==> config.mk <==
export PLATFORM = sky130hd
export DESIGN_NAME = autoranging_sensor_to_midi_value
export DESIGN_NICKNAME = d
export VERILOG_FILES = /design/src/sv/asmv_pkg.sv /design/src/sv/asmv_ctrl.sv /design/src/sv/asmv_dp.sv /design/src/sv/autoranging_sensor_to_midi_value.sv
export VERILOG_INCLUDE_DIRS = /design/src /design/src/sv
export SDC_FILE = /design/constraint.sdc
export NUM_CORES = 1
export LEC_CHECK = 0
export BUFFER_PORTS_ARGS = -buffer_cell sky130_fd_sc_hd__buf_2
export CORE_ASPECT_RATIO = 1.1
export CORE_MARGIN = 4
export CORE_UTILIZATION = 50
export CTS_CLUSTER_SIZE = 30
export DETAILED_ROUTE_END_ITERATION = 10
export PLACE_DENSITY = 0.69
export RECOVER_POWER = 25
export SLEW_MARGIN = 20
export SYNTH_ARGS = -nofsm -noshare
export SYNTH_HDL_FRONTEND = slang
export SYNTH_SLANG_ARGS = --single-unit
==> constraint.sdc <==
create_clock -name clk_i -period 8.62 [get_ports clk_i]
set_input_delay 0.862 -clock clk_i [delete_from_list [all_inputs] [get_ports clk_i]]
set_output_delay 0.862 -clock clk_i [all_outputs]
set_load 0.05 [all_outputs]
==> src/sv/assert_macros.svh <==
// ----------------------------------------------------------------------------
// Assertion macros
// Shared concurrent assertion forms, clocked on clk_i, disabled in reset.
// ----------------------------------------------------------------------------
`ifndef ASSERT_MACROS_SVH
`define ASSERT_MACROS_SVH

// Check that a property holds at every rising clock edge.
`define ASSERT_ALWAYS(name, prop, msg) \
  name: assert property (@(posedge clk_i) disable iff (!rst_ni) (prop)) else $error(msg);

// Check that the consequent holds in the same cycle as the antecedent.
`define ASSERT_IMPLIES(name, pre, post, msg) \
  name: assert property (@(posedge clk_i) disable iff (!rst_ni) (pre) |-> (post)) \
    else $error(msg);

// Check that the consequent holds in the cycle after the antecedent.
`define ASSERT_NEXT(name, pre, post, msg) \
  name: assert property (@(posedge clk_i) disable iff (!rst_ni) (pre) |=> (post)) \
    else $error(msg);

`endif

==> src/sv/asmv_pkg.sv <==
// ----------------------------------------------------------------------------
// asmv_pkg
// Widths, register codes, state and command types of the autoranging scaler.
// ----------------------------------------------------------------------------
`timescale 1ns / 1ps

package asmv_pkg;

  localparam int unsigned SAMPLE_BITS = 10;
  localparam int unsigned RANGE_BITS  = SAMPLE_BITS + 1;
  localparam int unsigned CC_BITS     = 7;
  localparam int unsigned CHAN_BITS   = 5;

  // product of offset and output span, rounded up to an even bit count
  localparam int unsigned PROD_BITS  = ((RANGE_BITS + CC_BITS + 1) / 2) * 2;
  localparam int unsigned REM_BITS   = RANGE_BITS + 1;
  localparam int unsigned ACC_BITS   = REM_BITS + PROD_BITS;
  localparam int unsigned DIV_STEPS  = PROD_BITS / 2;
  localparam int unsigned STEP_BITS  = $clog2(DIV_STEPS);

  localparam int unsigned CFG_IDX_BITS  = 3;
  localparam int unsigned CFG_DATA_BITS = 7;

  localparam logic [RANGE_BITS-1:0] MIN_RESET = {1'b1, {SAMPLE_BITS{1'b0}}};
  localparam logic [CC_BITS-1:0]    OUT_MIN_RESET = '0;
  localparam logic [CC_BITS-1:0]    OUT_MAX_RESET = '1;
  localparam logic [CHAN_BITS-1:0]  CHAN_RESET    = CHAN_BITS'(1);

  typedef enum logic [CFG_IDX_BITS-1:0] {
    REG_INVERTED   = 3'd0,
    REG_OUT_MIN    = 3'd1,
    REG_OUT_MAX    = 3'd2,
    REG_CHANNEL    = 3'd3,
    REG_CONTROLLER = 3'd4
  } asmv_reg_e;

  typedef enum logic [2:0] {
    ST_IDLE,
    ST_TRACK,
    ST_SCALE,
    ST_DIVIDE,
    ST_RESULT
  } asmv_state_e;

  typedef struct packed {
    logic capture;
    logic track;
    logic scale;
    logic step;
    logic finish;
  } asmv_cmd_t;

  typedef struct packed {
    logic div_last;
    logic changed;
  } asmv_sts_t;

endpackage

==> src/sv/asmv_ctrl.sv <==
// ----------------------------------------------------------------------------
// asmv_ctrl
// Sequencer for one sample: track range, scale, divide, deliver result.
// ----------------------------------------------------------------------------
`timescale 1ns / 1ps

module asmv_ctrl import asmv_pkg::*; (
  input  logic      clk_i,
  input  logic      rst_ni,
  input  logic      in_valid_i,
  output logic      in_ready_o,
  output logic      out_valid_o,
  input  logic      out_ready_i,
  input  asmv_sts_t sts_i,
  output asmv_cmd_t cmd_o
);

  asmv_state_e state_q, state_d;
  logic        out_valid_q, out_valid_d;

  always_ff @(posedge clk_i or negedge rst_ni) begin
    if (!rst_ni) begin
      state_q     <= ST_IDLE;
      out_valid_q <= 1'b0;
    end else begin
      state_q     <= state_d;
      out_valid_q <= out_valid_d;
    end
  end

  always_comb begin
    state_d     = state_q;
    cmd_o       = '0;
    in_ready_o  = 1'b0;
    // drop the held result once it is taken
    out_valid_d = out_valid_q && !out_ready_i;
    unique case (state_q)
      ST_IDLE: begin
        in_ready_o = 1'b1;
        if (in_valid_i) begin
          cmd_o.capture = 1'b1;
          state_d       = ST_TRACK;
        end
      end
      ST_TRACK: begin
        cmd_o.track = 1'b1;
        state_d     = ST_SCALE;
      end
      ST_SCALE: begin
        cmd_o.scale = 1'b1;
        state_d     = ST_DIVIDE;
      end
      ST_DIVIDE: begin
        cmd_o.step = 1'b1;
        if (sts_i.div_last) begin
          state_d = ST_RESULT;
        end
      end
      ST_RESULT: begin
        // hold while the previous result is still waiting
        if (!out_valid_q || out_ready_i) begin
          cmd_o.finish = 1'b1;
          out_valid_d  = sts_i.changed;
          state_d      = ST_IDLE;
        end
      end
      default: begin
        state_d = ST_IDLE;
      end
    endcase
  end

  assign out_valid_o = out_valid_q;

endmodule

==> src/sv/asmv_dp.sv <==
// ----------------------------------------------------------------------------
// asmv_dp
// Range tracking, scaling multiply, radix-4 restoring divider, result regs.
// ----------------------------------------------------------------------------
`timescale 1ns / 1ps

module asmv_dp import asmv_pkg::*; (
  input  logic                     clk_i,
  input  logic                     rst_ni,
  input  logic                     cfg_we_i,
  input  logic [CFG_IDX_BITS-1:0]  cfg_index_i,
  input  logic [CFG_DATA_BITS-1:0] cfg_data_i,
  input  logic [SAMPLE_BITS-1:0]   sample_i,
  input  asmv_cmd_t                cmd_i,
  output asmv_sts_t                sts_o,
  output logic [CC_BITS-1:0]       cc_value_o,
  output logic [CHAN_BITS-1:0]     channel_out_o,
  output logic [CC_BITS-1:0]       control_out_o
);

  // one restoring division step: shift in the next dividend bit, subtract if it fits
  function automatic logic [ACC_BITS-1:0] div_step(input logic [ACC_BITS-1:0] acc,
                                                   input logic [RANGE_BITS-1:0] span);
    logic [REM_BITS-1:0]  rem;
    logic [PROD_BITS-1:0] quo;
    logic [REM_BITS-1:0]  trial;
    logic                 fits;
    rem   = acc[ACC_BITS-1:PROD_BITS];
    quo   = acc[PROD_BITS-1:0];
    trial = {rem[REM_BITS-2:0], quo[PROD_BITS-1]};
    fits  = trial >= {1'b0, span};
    if (fits) begin
      trial = trial - {1'b0, span};
    end
    return {trial, quo[PROD_BITS-2:0], fits};
  endfunction

  logic                   inverted_q;
  logic [CC_BITS-1:0]     out_min_q, out_max_q, controller_q;
  logic [CHAN_BITS-1:0]   channel_q;
  logic [SAMPLE_BITS-1:0] sample_q;
  logic [RANGE_BITS-1:0]  min_q, max_q, min_d, max_d;
  logic [CC_BITS-1:0]     last_q;
  logic [RANGE_BITS-1:0]  span_q;
  logic                   neg_q;
  logic [ACC_BITS-1:0]    acc_q;
  logic [STEP_BITS-1:0]   cnt_q;
  logic [CC_BITS-1:0]     cc_value_q, control_q;
  logic [CHAN_BITS-1:0]   chan_out_q;

  logic [RANGE_BITS-1:0]  s_ext;
  logic [RANGE_BITS-1:0]  num;
  logic [CC_BITS:0]       diff;
  logic [CC_BITS-1:0]     mag;
  logic [PROD_BITS-1:0]   prod;
  logic [ACC_BITS-1:0]    acc_step;
  logic                   round_up;
  logic [CC_BITS:0]       qmag, value_w;
  logic [CC_BITS-1:0]     value;

  assign s_ext = {1'b0, sample_q};

  // widen the range to cover the sample, keep it at least one count wide
  always_comb begin
    min_d = (s_ext < min_q) ? s_ext : min_q;
    max_d = (s_ext > max_q) ? s_ext : max_q;
    if (min_d >= max_d) begin
      if (max_d != '0) begin
        min_d = max_d - RANGE_BITS'(1);
      end else begin
        max_d = min_d + RANGE_BITS'(1);
      end
    end
  end

  always_comb begin
    num  = inverted_q ? (max_q - s_ext) : (s_ext - min_q);
    diff = {1'b0, out_max_q} - {1'b0, out_min_q};
    mag  = diff[CC_BITS] ? CC_BITS'(-diff) : diff[CC_BITS-1:0];
    prod = PROD_BITS'(num) * PROD_BITS'(mag);
  end

  assign acc_step = div_step(div_step(acc_q, span_q), span_q);

  // floor for a negative scale: round the quotient magnitude up on a remainder
  always_comb begin
    round_up = neg_q && (acc_q[ACC_BITS-1:PROD_BITS] != '0);
    qmag     = {1'b0, acc_q[CC_BITS-1:0]} + (CC_BITS+1)'(round_up);
    value_w  = neg_q ? ({1'b0, out_min_q} - qmag) : ({1'b0, out_min_q} + qmag);
    value    = value_w[CC_BITS-1:0];
  end

  assign sts_o.changed  = value != last_q;
  assign sts_o.div_last = cnt_q == STEP_BITS'(DIV_STEPS - 1);

  always_ff @(posedge clk_i or negedge rst_ni) begin
    if (!rst_ni) begin
      inverted_q   <= 1'b0;
      out_min_q    <= OUT_MIN_RESET;
      out_max_q    <= OUT_MAX_RESET;
      channel_q    <= CHAN_RESET;
      controller_q <= '0;
      min_q        <= MIN_RESET;
      max_q        <= '0;
      last_q       <= OUT_MIN_RESET;
      cnt_q        <= '0;
    end else begin
      if (cfg_we_i) begin
        unique case (cfg_index_i)
          REG_INVERTED:   inverted_q   <= cfg_data_i[0];
          REG_OUT_MIN:    out_min_q    <= cfg_data_i;
          REG_OUT_MAX:    out_max_q    <= cfg_data_i;
          REG_CHANNEL:    channel_q    <= cfg_data_i[CHAN_BITS-1:0];
          REG_CONTROLLER: controller_q <= cfg_data_i;
          default: ;
        endcase
      end
      if (cmd_i.track) begin
        min_q <= min_d;
        max_q <= max_d;
      end
      if (cmd_i.scale) begin
        cnt_q <= '0;
      end else if (cmd_i.step) begin
        cnt_q <= cnt_q + STEP_BITS'(1);
      end
      if (cmd_i.finish && sts_o.changed) begin
        last_q <= value;
      end
    end
  end

  always_ff @(posedge clk_i) begin
    if (cmd_i.capture) begin
      sample_q <= sample_i;
    end
    if (cmd_i.scale) begin
      span_q <= max_q - min_q;
      neg_q  <= diff[CC_BITS];
      acc_q  <= {{REM_BITS{1'b0}}, prod};
    end else if (cmd_i.step) begin
      acc_q <= acc_step;
    end
    if (cmd_i.finish && sts_o.changed) begin
      cc_value_q <= value;
      chan_out_q <= channel_q;
      control_q  <= controller_q;
    end
  end

  assign cc_value_o    = cc_value_q;
  assign channel_out_o = chan_out_q;
  assign control_out_o = control_q;

endmodule

==> src/sv/autoranging_sensor_to_midi_value.sv <==
// Sequence: a sample accepted in the idle state passes range tracking, scaling,
// the 9 radix-4 steps of the shared divider and the result state, which loads
// its result, if any, and holds while an older result waits for transfer.
// A new sample is taken only after the result state has been left.
// Reset: asynchronous, clears the range to min 1024 / max 0, the last value to
// 0 and the registers to their defaults; no clearing pass, ready at once.
// ----------------------------------------------------------------------------
// autoranging_sensor_to_midi_value
// Scales raw converter samples onto a control value over the self-learnt range.
// ----------------------------------------------------------------------------
`timescale 1ns / 1ps
`include "assert_macros.svh"

module autoranging_sensor_to_midi_value import asmv_pkg::*; (
  input  logic                     clk_i,
  input  logic                     rst_ni,
  // configuration writes, always taken
  input  logic                     cfg_valid_i,
  output logic                     cfg_ready_o,
  input  logic [CFG_IDX_BITS-1:0]  cfg_index_i,
  input  logic [CFG_DATA_BITS-1:0] cfg_data_i,
  // sample channel
  input  logic                     in_valid_i,
  output logic                     in_ready_o,
  input  logic [SAMPLE_BITS-1:0]   sample_i,
  // control-change channel
  output logic                     out_valid_o,
  input  logic                     out_ready_i,
  output logic [CC_BITS-1:0]       cc_value_o,
  output logic [CHAN_BITS-1:0]     channel_out_o,
  output logic [CC_BITS-1:0]       control_out_o
);

  asmv_cmd_t cmd;
  asmv_sts_t sts;

  // Registers are plain flops: a transfer lands the same cycle.
  assign cfg_ready_o = 1'b1;

  // Controller: one sample at a time, capture -> track -> scale -> divide ->
  // result. The result register lets a new sample in while it waits.
  asmv_ctrl u_ctrl (
    .clk_i       (clk_i),
    .rst_ni      (rst_ni),
    .in_valid_i  (in_valid_i),
    .in_ready_o  (in_ready_o),
    .out_valid_o (out_valid_o),
    .out_ready_i (out_ready_i),
    .sts_i       (sts),
    .cmd_o       (cmd)
  );

  // Datapath: range registers, one 11x7 multiply, two divide steps a cycle,
  // floor correction and change detection against the last value.
  asmv_dp u_dp (
    .clk_i         (clk_i),
    .rst_ni        (rst_ni),
    .cfg_we_i      (cfg_valid_i),
    .cfg_index_i   (cfg_index_i),
    .cfg_data_i    (cfg_data_i),
    .sample_i      (sample_i),
    .cmd_i         (cmd),
    .sts_o         (sts),
    .cc_value_o    (cc_value_o),
    .channel_out_o (channel_out_o),
    .control_out_o (control_out_o)
  );

  // A sample transfer makes the block busy for the next cycle.
  `ASSERT_NEXT(a_busy_after_accept, in_valid_i && in_ready_o, !in_ready_o, "ready after accept")
  // The sequencer issues at most one command a cycle.
  `ASSERT_ALWAYS(a_cmd_onehot, $onehot0(cmd), "several commands at once")
  // A pending result is never overwritten.
  `ASSERT_IMPLIES(a_no_overwrite, cmd.finish, !out_valid_o || out_ready_i, "result overwritten")
  // Range tracking always follows a captured sample.
  `ASSERT_NEXT(a_track_after_capture, cmd.capture, cmd.track, "capture without track")

endmodule
==> results.json, run 1 <==
{
  "required_ns": 8.77,
  "drt_pass1_iterations": 5,
  "synth_edf_count": 59,
  "grt_max_degree": 65,
  "fin_nets": 1590,
  "setup_violations": 0,
  "synth_seq_cells": 135,
  "max_freq_mhz": 133,
  "relSlewSlack": -1.49,
  "wl_mm": 29.4,
  "yosys_warnings": 0,
  "worst_slew_pin_slew_ns": 3.74,
  "clk_pin_slew_ns": 0.07,
  "fp.dieArea_mm2": 0.0271,
  "io_pins": 47,
  "cts_root_buf": "clkbuf_16",
  "holdPathEnd": "u_dp.control_out_o[1]$_DFFE_PP_",
  "synth_top_area_frac": 0.144,
  "num_rows": 59,
  "finalCriticalPeriod_ns": 7.50,
  "status": "finished, violations left",
  "initial_utilization": 0.513,
  "ant_nets": 0,
  "drt_iter0_drc": 628,
  "drc_errors": 0,
  "clkSinkCount": 135,
  "grt_pass1_vias": 9849,
  "grt_pass1_wl_mm": 48.5,
  "avgSynthCellArea_um2": 9.04,
  "wl_per_cell_um": 17.2,
  "synth_top_cells_by_area": "edfxtp_1 14%, ha_1 12%, dfrtp_1 11%",
  "holdWs_ns": 0.445,
  "clk_latency_ns": 0.44,
  "cts-hold-fix-buffers": 0,
  "path_class": "reg -> reg",
  "cts_tree": "built",
  "cp_max_fo": 11,
  "vias": 9836,
  "rr_worst_depth": 27,
  "fin_skew_ns": 0.0143,
  "fin_crit_sh": 0.870,
  "overflow": 0,
  "cap_violations": 1,
  "postSynth.asyncResetShare": 0.474,
  "r2r_start": "u_dp.out_min_q[1]$_DFFE_PN0P_",
  "die_x_um": 157,
  "fill_cells": 2160,
  "critPathLaunchType": "flop",
  "fin_util": 0.558,
  "h-tree-depth": 4,
  "worstHoldPathCells": 0,
  "syn_area_mm2": 0.0123,
  "diodes": 0,
  "core-area_mm2": 0.0239,
  "synthDistinctLibCells": 80,
  "violations": "capacitance limit, slew limit",
  "clk_path_buf_depth": 2,
  "cts_setup_buffers": 0,
  "synth_nets": 1553,
  "finalSetupTns_ns": 0,
  "netlist_instances": 1357,
  "min_from": "u_dp.controller_q[1]$_DFFE_PN0P_",
  "final_layout_size_suffix_gt1_frac": 0.109,
  "vias_per_cell": 5.75,
  "rsz0062_at_grt": "false",
  "r2r_end": "u_dp.acc_q[16]$_DFFE_PP_",
  "gp_congestion": 0.898,
  "synth_ff_type": "edfxtp_1",
  "cts_resized": 0,
  "end_kind": "flop",
  "yosys.area.top_type": "edfxtp_1",
  "hold_path_class": "reg -> reg",
  "cp_data_arrival_time_ns": 7.64,
  "grt_usage": 0.223,
  "post-dp-hpwl_mm": 23.0,
  "hold_viol": 0,
  "slew_viol_final": 65,
  "die_h_um": 172,
  "portBuffers": 45,
  "area_delta_synth_final_pct": 8.73,
  "ys_seq_area_frac": 0.295,
  "numCtsBuffers": 17,
  "antenna_found_initial": 0,
  "reg2reg_slack_ns": 1.12
}
## worst max-delay path: stages, from the launching register on
cell and delay, ns:
dfrtp_1 0.39, inv_1 0.17, ha_1 0.26, nor2b_1 0.13, o21a_1 0.17, o21a_1 0.21, o31a_1 0.26, o21ai_1 0.31
o311ai_0 0.23, xor2_1 0.72, nor2_1 0.16, fa_1 0.53, inv_1 0.06, fa_1 0.53, inv_1 0.05, fa_1 0.52
inv_1 0.05, fa_1 0.52, inv_1 0.04, ha_1 0.35, and2_1 0.21, a22o_1 0.19, a311oi_1 0.33, o41ai_1 0.18
a21o_1 0.20, a21oi_1 0.16, xor2_1 0.17, o21ai_0 0.08
## worst max-delay path by stage
stage,from,to,slack (ns),cells after the start
3_5_place_dp,u_dp.out_min_q[1]$_DFFE_PN0P_,u_dp.acc_q[16]$_DFFE_PP_,1.22,27
2_1_floorplan,u_dp.out_max_q[1]$_DFFE_PN1P_,u_dp.acc_q[16]$_DFFE_PP_,1.90,27
4_1_cts,u_dp.out_min_q[1]$_DFFE_PN0P_,u_dp.acc_q[16]$_DFFE_PP_,1.17,27
6_report,u_dp.out_min_q[1]$_DFFE_PN0P_,u_dp.acc_q[16]$_DFFE_PP_,1.12,27
3_3_place_gp,u_dp.out_min_q[1]$_DFFE_PN0P_,u_dp.acc_q[16]$_DFFE_PP_,1.36,27
5_1_grt,u_dp.out_min_q[1]$_DFFE_PN0P_,u_dp.acc_q[16]$_DFFE_PP_,0.60,27
## synth_stat cells, types with 31 or more instances
| cell type | number |
|---|---|
| dfrtp_1 | 55 |
| mux2_2 | 38 |
| ha_1 | 120 |
| nand3_1 | 50 |
| nor3_1 | 31 |
| nor2_1 | 104 |
| o21ai_0 | 81 |
| fa_1 | 51 |
| nand2_1 | 140 |
| xnor2_1 | 67 |
| edfxtp_1 | 59 |
| xor2_1 | 38 |
| inv_1 | 151 |
| a21oi_1 | 55 |
## metrics by stage
step           instances  worst slack (ns)  instance area [um2]
6_report            1712              1.12                13300
5_1_grt             1712             0.595                13300
4_1_cts             1712              1.17                13300
3_5_place_dp        1680              1.22                12800
2_1_floorplan       1357              1.90                12300
3_3_place_gp        1680              1.36                12800
## final cells by class
type / instances / area [um2] / share of cell area
flip-flops and latches: 135 / 3620 / 0.272
inverters: 152 / 571 / 0.0428
clock inverters: 15 / 151 / 0.0113
clock buffers: 17 / 425 / 0.0319
repair buffers: 52 / 272 / 0.0204
well taps: 305 / 382 / 0.0286
multi-input cells: 1036 / 7920 / 0.593
## routing by layer
layer	routed length, um	track usage
met1	12700	0.280
met2	14300	0.385
met3	1520	0.0393
met4	875	0.0812
met5	0	0
## registers in the layout (all words and copies together) (netlist names)
name                cells
u_ctrl.out_valid_o      1
u_ctrl.state_q          3
u_dp.acc_q             30
u_dp.cc_value_o         7
u_dp.channel_out_o      5
u_dp.channel_q          5
u_dp.cnt_q              4
u_dp.control_out_o      7
u_dp.controller_q       7
u_dp.inverted_q         1
u_dp.last_q             7
u_dp.max_q             11
u_dp.min_q             11
u_dp.neg_q              1
u_dp.out_max_q          7
u_dp.out_min_q          7
u_dp.sample_q          10
u_dp.span_q            11
## layout by cell type (no fill, tap or decap), types with 6 or more instances in the layout
cell type | Yosys | final
a21o_1 | 13 | 13
nor2_1 | 104 | 104
fa_1 | 51 | 51
a21oi_1 | 55 | 55
xor2_1 | 38 | 38
nor2b_1 | 17 | 17
nand4_1 | 7 | 7
and3_1 | 7 | 7
edfxtp_1 | 59 | 59
nand3_1 | 50 | 50
buf_2 | 8 | 43
nand2_1 | 140 | 140
o211ai_1 | 10 | 10
nor4_1 | 8 | 8
nor3_1 | 31 | 30
ha_1 | 120 | 120
a31oi_1 | 7 | 7
xnor2_1 | 67 | 67
clkbuf_16 | 0 | 17
buf_4 | 5 | 6
o21a_1 | 20 | 20
o21ai_0 | 81 | 81
mux2i_1 | 18 | 18
dfstp_2 | 9 | 9
inv_6 | 0 | 6
inv_1 | 151 | 151
dfxtp_1 | 12 | 12
o311ai_0 | 9 | 9
nand2b_1 | 24 | 24
mux2_2 | 38 | 38
a211oi_1 | 13 | 13
o31ai_1 | 8 | 8
and2_1 | 12 | 12
or3_1 | 7 | 7
dfrtp_1 | 55 | 55
## cell families after synthesis
logic type	Yosys count	share of synthesized area
AND/OR/NAND/NOR	426	0.163
flip-flops	135	0.295
multiplexers	60	0.0545
buffers and inverters	186	0.0599
adder cells (fa/ha/maj)	171	0.206
AO/OA/AOI/OAI	271	0.145
other	2	0.000612
XOR/XNOR	106	0.0763
Power of run 1 is not shown: default switching activity piles up to over one toggle a cycle in this logic, so the estimate is an artifact.
==> inputs of run 2 (changes only) <==
==> constraint.sdc (replaced) <==
create_clock -name clk_i -period 8.45 [get_ports clk_i]
set_input_delay 0.845 -clock clk_i [delete_from_list [all_inputs] [get_ports clk_i]]
set_output_delay 0.845 -clock clk_i [all_outputs]
set_load 0.05 [all_outputs]
==> run 2 against run 1 <==
Net effect:
- final area stayed put
- via count shrank 0.32%
- register-to-register slack got worse by 0.15 ns
- die area stayed put
- global-route usage decreased by 0.14 points
- final cell count stayed put
- the run still ends with capacitance limit, slew limit left
==> results.json, run 2 (synthesized netlist as in run 1, its figures left out) <==
{
  "status": "finished, violations left",
  "violations": "capacitance limit, slew limit",
  "grt_pass1_wl_mm": 48.1,
  "max_freq_mhz": 134,
  "cts_tree": "built",
  "slew_viol_final": 65,
  "wl_mm": 29.3,
  "die_x_um": 157,
  "io_pins": 47,
  "clk_path_buf_depth": 2,
  "vias_per_cell": 5.73,
  "vias": 9805,
  "hold_path_class": "reg -> reg",
  "core-area_mm2": 0.0239,
  "fill_cells": 2184,
  "clkSinkCount": 135,
  "antenna_found_initial": 0,
  "cp_data_arrival_time_ns": 7.63,
  "diodes": 0,
  "required_ns": 8.60,
  "setup_violations": 0,
  "num_rows": 59,
  "drt_iter0_drc": 608,
  "cts_resized": 0,
  "fin_nets": 1590,
  "wl_per_cell_um": 17.1,
  "layout_commonest_cell": "inv_1",
  "clk_latency_ns": 0.44,
  "gp_congestion": 0.899,
  "fp.dieArea_mm2": 0.0271,
  "path_class": "reg -> reg",
  "critPathLaunchType": "flop",
  "top_register": "u_dp.acc_q",
  "relSlewSlack": -1.52,
  "crit_slowest_cell": "xor2_1",
  "ant_nets": 0,
  "grt_max_degree": 65,
  "drt_pass1_iterations": 7,
  "fin_skew_ns": 0.0131,
  "cts-hold-fix-buffers": 0,
  "drc_errors": 0,
  "cp_max_fo": 11,
  "cap_violations": 1,
  "grt_usage": 0.221,
  "final_layout_size_suffix_gt1_frac": 0.109,
  "numCtsBuffers": 17,
  "crit_top_cell": "inv_1",
  "h-tree-depth": 4,
  "worst_slew_pin_slew_ns": 3.77,
  "cts_setup_buffers": 0,
  "fin_crit_sh": 0.885,
  "die_h_um": 172,
  "mostFrequentLayoutCells": "151 x inv_1, 140 x nand2_1, 120 x ha_1, 104 x nor2_1, 81 x o21ai_0",
  "overflow": 0,
  "finalCriticalPeriod_ns": 7.48,
  "clk_pin_slew_ns": 0.07,
  "worst_path_largest_cell_delay_ns": 0.71,
  "portBuffers": 45,
  "end_kind": "flop",
  "area_delta_synth_final_pct": 8.73,
  "finalSetupTns_ns": 0,
  "initial_utilization": 0.513,
  "largest_reg_flops": 30,
  "cts_root_buf": "clkbuf_16",
  "hold_viol": 0,
  "post-dp-hpwl_mm": 22.9,
  "rsz0062_at_grt": "false",
  "grt_pass1_vias": 9651
}
run 2: path summary, 6_finish.rpt:
check	slack (ns)	cells after the start	start	end
worst min-delay path	0.45	0	u_dp.controller_q[1]$_DFFE_PN0P_	u_dp.control_out_o[1]$_DFFE_PP_
min in group asynchronous	1.76	2	rst_ni	u_dp.max_q[10]$_DFFE_PN0P_
worst max-delay path	0.97	27	u_dp.out_min_q[1]$_DFFE_PN0P_	u_dp.acc_q[16]$_DFFE_PP_
max in group asynchronous	4.49	2	rst_ni	u_ctrl.state_q[0]$_DFFE_PN0P_
worst max register to register	0.97	27	u_dp.out_min_q[1]$_DFFE_PN0P_	u_dp.acc_q[16]$_DFFE_PP_
worst min register to register	0.45	0	u_dp.controller_q[1]$_DFFE_PN0P_	u_dp.control_out_o[1]$_DFFE_PP_
run 2: cell type report:
type	count	area, um2	share of cell area
clock buffer	17	425	0.0319
timing repair buffer	52	272	0.0204
clock inverter	15	151	0.0113
multi-input combinational	1036	7920	0.593
sequential	135	3620	0.272
inverter	152	571	0.0428
tap	305	382	0.0286
run 2: through the flow:
stage	instances	hold slack (ns)	setup WS (ns)	util	area, um2
final	1712	0.446	0.975	0.558	13300
after CTS	1712	0.448	1.00	0.558	13300
after detailed placement	1680	0.432	1.02	0.534	12800
after global placement	1680	0.426	1.19	0.534	12800
after floorplan	1357	0.419	1.73	-	12300
after global routing	1712	0.462	0.462	0.558	13300
run 2: layer usage:
metal	vias to the layer above	routed length, um	global-route usage
met5	-	0	0
met4	0	740	0.0767
met3	57	1180	0.0260
met2	243	14500	0.385
met1	4714	12900	0.286
li1	4791	-	-
run 2: worst max-delay path: cells and delay by family, from the launching register on:
family                   cells  cell delay [ns]
adder cells (fa/ha/maj)      6             2.73
flip-flops                   1             0.38
AO/OA/AOI/OAI               11             2.32
AND/OR/NAND/NOR              3             0.51
XOR/XNOR                     2             0.88
buffers and inverters        5             0.37
Power of run 2 is left out for the same reason.
